`config.mk`:
```
export PLATFORM = sky130hd
export DESIGN_NAME = bts_div
export DESIGN_NICKNAME = d
export VERILOG_FILES = /design/src/hw/rtl/assert_macros.svh /design/src/hw/rtl/bts_pkg.sv /design/src/hw/rtl/bts_div.sv
export SDC_FILE = /design/constraint.sdc
export NUM_CORES = 1
export LEC_CHECK = 0
export ABC_AREA = 1
export ABC_CLOCK_PERIOD_IN_PS = 2400
export BUFFER_PORTS_ARGS = -buffer_cell sky130_fd_sc_hd__buf_2
export CORE_UTILIZATION = 59
export DETAILED_ROUTE_END_ITERATION = 8
export PLACE_DENSITY = 0.81
export SYNTH_ARGS = -nofsm -noshare
export SYNTH_HDL_FRONTEND = slang
export SYNTH_SLANG_ARGS = --single-unit
```
`constraint.sdc`:
```
create_clock -name clk -period 2.4 [get_ports clk]
set_input_delay 0.24 -clock clk [delete_from_list [all_inputs] [get_ports clk]]
set_output_delay 0.24 -clock clk [all_outputs]
set_load 0.03 [all_outputs]
```
`src/hw/rtl/assert_macros.svh`:
```
// Assertion macros for the RTL of the buzzer tone sequencer.
// No dependencies; included by files that carry concurrent assertions.
`ifndef ASSERT_MACROS_SVH
`define ASSERT_MACROS_SVH

// Consequent must hold in the same cycle as the antecedent.
`define ASSERT_IMPLIES(lbl, clk, rst_n, ante, cons) \
  lbl: assert property (@(posedge clk) disable iff (!rst_n) (ante) |-> (cons)) \
    else $error("assertion failed: same-cycle implication");

// Consequent must hold in the cycle after the antecedent.
`define ASSERT_NEXT(lbl, clk, rst_n, ante, cons) \
  lbl: assert property (@(posedge clk) disable iff (!rst_n) (ante) |=> (cons)) \
    else $error("assertion failed: next-cycle implication");

// Condition must hold at every clock edge out of reset.
`define ASSERT_ALWAYS(lbl, clk, rst_n, cond) \
  lbl: assert property (@(posedge clk) disable iff (!rst_n) (cond)) \
    else $error("assertion failed: invariant");

`endif

```
`src/hw/rtl/bts_pkg.sv`:
```
// Package for the buzzer tone sequencer: codes, widths and constants.
// No dependencies; imported by bts_div, buzzer_tone_sequencer and the testbench.
`default_nettype none

package bts_pkg;

  // Note store
  localparam int NOTE_DEPTH = 256;
  localparam int NOTE_AW    = (NOTE_DEPTH > 1) ? $clog2(NOTE_DEPTH) : 1;

  // Field widths
  localparam int OP_W   = 3;
  localparam int FREQ_W = 16;
  localparam int DUR_W  = 8;
  localparam int SLOT_W = 8;
  localparam int RLD_W  = 9;
  localparam int CMP_W  = 8;
  localparam int CNT_W  = 9;

  // Tone math: quotient = 48000 / f, one dividend bit per cycle
  localparam int DVD_W  = 16;
  localparam int DSR_W  = 13;   // f <= 6000
  localparam int QUO_W  = 9;    // quotient <= 480
  localparam int STEP_W = $clog2(DVD_W + 1);

  localparam logic [DVD_W-1:0]  TONE_CLK_HZ = 16'd48000;
  localparam logic [FREQ_W-1:0] FREQ_MIN    = 16'd100;
  localparam logic [FREQ_W-1:0] FREQ_MAX    = 16'd6000;
  localparam logic [RLD_W-1:0]  RELOAD_RST  = 9'd47;
  localparam logic [CMP_W-1:0]  COMPARE_RST = 8'd24;
  localparam logic [CNT_W-1:0]  CNT_SAT     = '1;

  typedef enum logic [OP_W-1:0] {
    OP_TICK   = 3'd0,
    OP_SINGLE = 3'd1,
    OP_SEQ    = 3'd2,
    OP_MUTE   = 3'd3,
    OP_UNMUTE = 3'd4,
    OP_WRITE  = 3'd5
  } op_t;

  typedef enum logic [1:0] {
    MODE_IDLE   = 2'd0,
    MODE_SINGLE = 2'd1,
    MODE_SEQ    = 2'd2
  } mode_t;

  typedef enum logic [1:0] {
    PH_START = 2'd0,
    PH_MAIN  = 2'd1,
    PH_STOP  = 2'd2
  } phase_t;

  typedef struct packed {
    logic [DUR_W-1:0]  dur;
    logic [FREQ_W-1:0] freq;
  } note_t;

  // Divider handshake
  typedef struct packed {
    logic             start;
    logic [DSR_W-1:0] divisor;
  } div_req_t;

  typedef struct packed {
    logic             busy;
    logic             done;
    logic [QUO_W-1:0] quotient;
  } div_rsp_t;

  function automatic logic tone_ok(input logic [FREQ_W-1:0] f);
    tone_ok = (f >= FREQ_MIN) && (f <= FREQ_MAX);
  endfunction

endpackage

`default_nettype wire

```
`src/hw/rtl/bts_div.sv`:
```
// Bit-serial restoring divider: 48000 / f, one dividend bit per cycle.
// Depends on bts_pkg.
`default_nettype none

module bts_div
  import bts_pkg::*;
(
  input  wire logic     clk,
  input  wire logic     rst_n,
  input  wire div_req_t req,
  output div_rsp_t      rsp
);

  logic [DVD_W-1:0]  dvd_r, dvd_nxt;
  logic [DSR_W-1:0]  dsr_r, dsr_nxt;
  logic [DSR_W-1:0]  rem_r, rem_nxt;
  logic [QUO_W-1:0]  quo_r, quo_nxt;
  logic [STEP_W-1:0] step_r, step_nxt;
  logic              run_r, run_nxt;
  logic              done_r, done_nxt;
  logic [DSR_W:0]    trial;
  logic [DSR_W:0]    diff;
  logic              qbit;

  // shift in next dividend bit, try subtract
  assign trial = {rem_r, dvd_r[DVD_W-1]};
  assign diff  = trial - {1'b0, dsr_r};
  assign qbit  = (trial >= {1'b0, dsr_r});

  always_comb begin
    dvd_nxt  = dvd_r;
    dsr_nxt  = dsr_r;
    rem_nxt  = rem_r;
    quo_nxt  = quo_r;
    step_nxt = step_r;
    run_nxt  = run_r;
    done_nxt = 1'b0;
    if (req.start) begin
      dvd_nxt  = TONE_CLK_HZ;
      dsr_nxt  = req.divisor;
      rem_nxt  = '0;
      quo_nxt  = '0;
      step_nxt = STEP_W'(DVD_W);
      run_nxt  = 1'b1;
    end else if (run_r) begin
      dvd_nxt  = {dvd_r[DVD_W-2:0], 1'b0};
      rem_nxt  = qbit ? diff[DSR_W-1:0] : trial[DSR_W-1:0];
      quo_nxt  = {quo_r[QUO_W-2:0], qbit};
      step_nxt = step_r - STEP_W'(1);
      if (step_r == STEP_W'(1)) begin
        run_nxt  = 1'b0;
        done_nxt = 1'b1;
      end
    end
  end

  always_ff @(posedge clk) begin
    dvd_r <= dvd_nxt;
    dsr_r <= dsr_nxt;
    rem_r <= rem_nxt;
    quo_r <= quo_nxt;
    if (!rst_n) begin
      step_r <= '0;
      run_r  <= 1'b0;
      done_r <= 1'b0;
    end else begin
      step_r <= step_nxt;
      run_r  <= run_nxt;
      done_r <= done_nxt;
    end
  end

  assign rsp.busy     = run_r;
  assign rsp.done     = done_r;
  assign rsp.quotient = quo_r;

endmodule

`default_nettype wire

```
==> flow_summary.json <==
{
  "outcome": "completed",
  "worstMarginPinSlew_ns": 0.529,
  "portBuffers": 26,
  "ios": 27,
  "synth_cells": 390,
  "critical_path.max_fanout": 14,
  "drt_iter0_drc": 173,
  "final_layout_size_suffix_gt1_share_pct": 16.2,
  "skew_ns": 0.00827,
  "seq_power_share_pct": 45.4,
  "fin_crit_ns": 2.16,
  "syn_nets": 422,
  "fin_tns_setup_ns": 0,
  "cts_sinks": 51,
  "antenna_found_initial": 0,
  "core-area_um2": 4720,
  "detail_route.wl_per_cell_um": 12.5,
  "fill_cells": 418,
  "startpoint_type": "flip-flop",
  "num_vias": 2498,
  "multi_input_area_um2": 1420,
  "antenna_left": 0,
  "worstPathRequired_ns": 2.62,
  "via_per_inst": 5.19,
  "cts_tree": "yes",
  "postRouteWirelength_mm": 6.01,
  "clock-root-buffer": "clkbuf_8",
  "synth_area_leaders": "dfxtp_1, edfxtp_1, nand2_1, inv_1, ha_1",
  "synth-seq-cells": 51,
  "hp-class": "primary input to flip-flop",
  "grt_max_degree": 28,
  "mostFrequentLayoutCell": "nand2_1",
  "cts_htree_levels": 2,
  "finalSetupViolCount": 0,
  "cts_max_path_buffers": 2,
  "hold_violations": 0,
  "drv_cap": 0,
  "finalCritPeriodShare_pct": 90.2,
  "ys_types": 35,
  "yosysTopAreaCellShare_pct": 26.1,
  "synth.avg_cell_area_um2": 7.48,
  "synth_warnings": 0,
  "track_usage_pct": 24.6,
  "cts_buffers": 5,
  "nets": 445,
  "area_growth_pct": 9.31,
  "peakVddDrop_uv": 588,
  "layout_common_cells": "nand2_1, inv_1, nor2_1, dfxtp_1, nand3_1",
  "hold_buffers": 0,
  "powerDensity_nw_per_um2": 688,
  "gp_congestion": 1.01,
  "grt_pass1_wl_mm": 10.0,
  "fin_area_um2": 3190,
  "row_count": 25,
  "dp.cells": 473,
  "intPower_w": 0.00149,
  "power_frac_comb_pct": 25.6,
  "syn_area_um2": 2920,
  "clk_latency_ns": 0.31,
  "initial_utilization_pct": 61.7,
  "cp-end-kind": "flip-flop",
  "yosysSeqAreaShare_pct": 39.5,
  "p_switching_w": 0.000707,
  "clkTransAtPathRegs_ns": 0.10,
  "die_area_um2": 5230,
  "postCtsSetupBuffers": 0,
  "die_h_um": 72.3,
  "post_cts_resized": 0,
  "slew_headroom_pct": 64.7,
  "instances_no_fill": 481,
  "hpwl_mm": 4.46,
  "first_pass_iters": 4,
  "power_leakage_nw": 1.63,
  "rsz0062_at_grt": "false",
  "num_antenna_cells": 0,
  "grt_overflow": 0,
  "grt_pass1_vias": 2297,
  "p_total_w": 0.00219,
  "max_freq_mhz": 462,
  "slew_violations": 0,
  "worst_ep_arrival_time_ns": 2.38,
  "clock_power_share_pct": 29.0,
  "seqCellArea_um2": 1150,
  "die_x_um": 72.3,
  "p_sw_share_pct": 32.2,
  "drcViolationCount": 0,
  "crit_type": "flip-flop to flip-flop",
  "placed_area_um2": 3060,
  "yosysTopAreaCell": "dfxtp_1"
}
==> synthesized netlist by cell type <==
cell,n
nand2_1,88
inv_1,65
nor2_1,41
dfxtp_1,38
nand3_1,28
a21oi_1,16
ha_1,15
nand4_1,14
edfxtp_1,13
o21ai_0,13
nand2_2,12
xnor2_1,6
clkbuf_1,5
nand3_2,4
a21oi_2,3
buf_4,3
nor2_2,3
inv_2,2
nand2_4,2
nor2_4,2
nor3_1,2
o21bai_1,2
a211oi_1,1
a21oi_4,1
a31oi_1,1
and3_1,1
buf_1,1
buf_12,1
buf_2,1
buf_6,1
clkbuf_8,1
fa_1,1
nand3_4,1
o211ai_1,1
xor2_1,1
==> registers in the layout, indices dropped and copies added, names as in the netlist <==
signal and count:
dsr_r 13, rem_r 13, dvd_r 9, run_r 1, step_r 5, quo_r 9
done_r 1
==> power groups by stage <==
| stage | combinational (W) | sequential, W | clock (W) |
|---|---|---|---|
| 2_1_floorplan | 0.000435 | 0.00102 | 0 |
| 3_3_place_gp | 0.000542 | 0.00101 | 0 |
| 3_5_place_dp | 0.000556 | 0.00101 | 0 |
| 4_1_cts | 0.000560 | 0.000995 | 0.000647 |
| 5_1_grt | 0.000628 | 0.00100 | 0.000675 |
| 6_report | 0.000561 | 0.000996 | 0.000637 |
==> layout make-up <==
class                   instances  area share (%)
multi-input cells             259            44.5
flip-flops and latches         51            36.1
inverters                      67            7.89
repair buffers                 29            4.79
clock buffers                   7            3.73
well taps                      67            2.63
clock inverters                 1           0.353
==> critical path, cell delays in order, from the launching register on <==
cell     delay (ns)
dfxtp_1        0.32
inv_1          0.07
ha_1           0.23
fa_1           0.42
inv_1          0.09
nand2_1        0.06
nand3_2        0.10
nand2_4        0.11
nand3_4        0.22
inv_1          0.14
nand2_1        0.08
nand3_1        0.08
nand2_1        0.10
inv_1          0.05
==> per-layer routing <==
metal	track usage (%)	vias up	wire length [um]	share of wire [%]
met5	0	-	0	0
met4	9.59	0	94	1.6
met3	5.14	10	301	5.0
met2	41.4	66	3010	50
met1	31.0	1145	2610	43
li1	-	1277	-	-
==> per-stage QoR <==
stage,hold slack (ns),util (%),worst slack (ns)
after detailed placement,0.418,64.7,0.302
after floorplan,0.339,-,0.612
after global placement,0.416,64.7,0.411
final,0.0959,67.5,0.236
after CTS,0.0945,67.5,0.271
after global routing,0.0861,67.5,0.0808
==> cell families after synthesis <==
logic type | Yosys count | synth area share (%)
DFF | 51 | 39.5
AOI/OAI and AO/OA | 38 | 7.68
buffers and inverters | 80 | 11.9
xor gates and xnor gates | 7 | 2.10
and+or+nand+nor | 198 | 31.7
adders and majority gates | 16 | 7.12
==> worst paths after layout <==
kind | start | end | slack [ns] | cells after the start
setup / recovery | dvd_r[15]$_SDFFE_PP1P_ | rem_r[8]$_SDFFE_PP0P_ | 0.24 | 13
hold / removal | req[12] | dsr_r[12]$_DFFE_PP_ | 0.1 | 1
setup reg to reg | dvd_r[15]$_SDFFE_PP1P_ | rem_r[8]$_SDFFE_PP0P_ | 0.24 | 13
hold reg to reg | dvd_r[11]$_SDFFE_PP1P_ | dvd_r[11]$_SDFFE_PP1P_ | 0.47 | 2
Note: power is estimated with default switching activity, not from simulation.
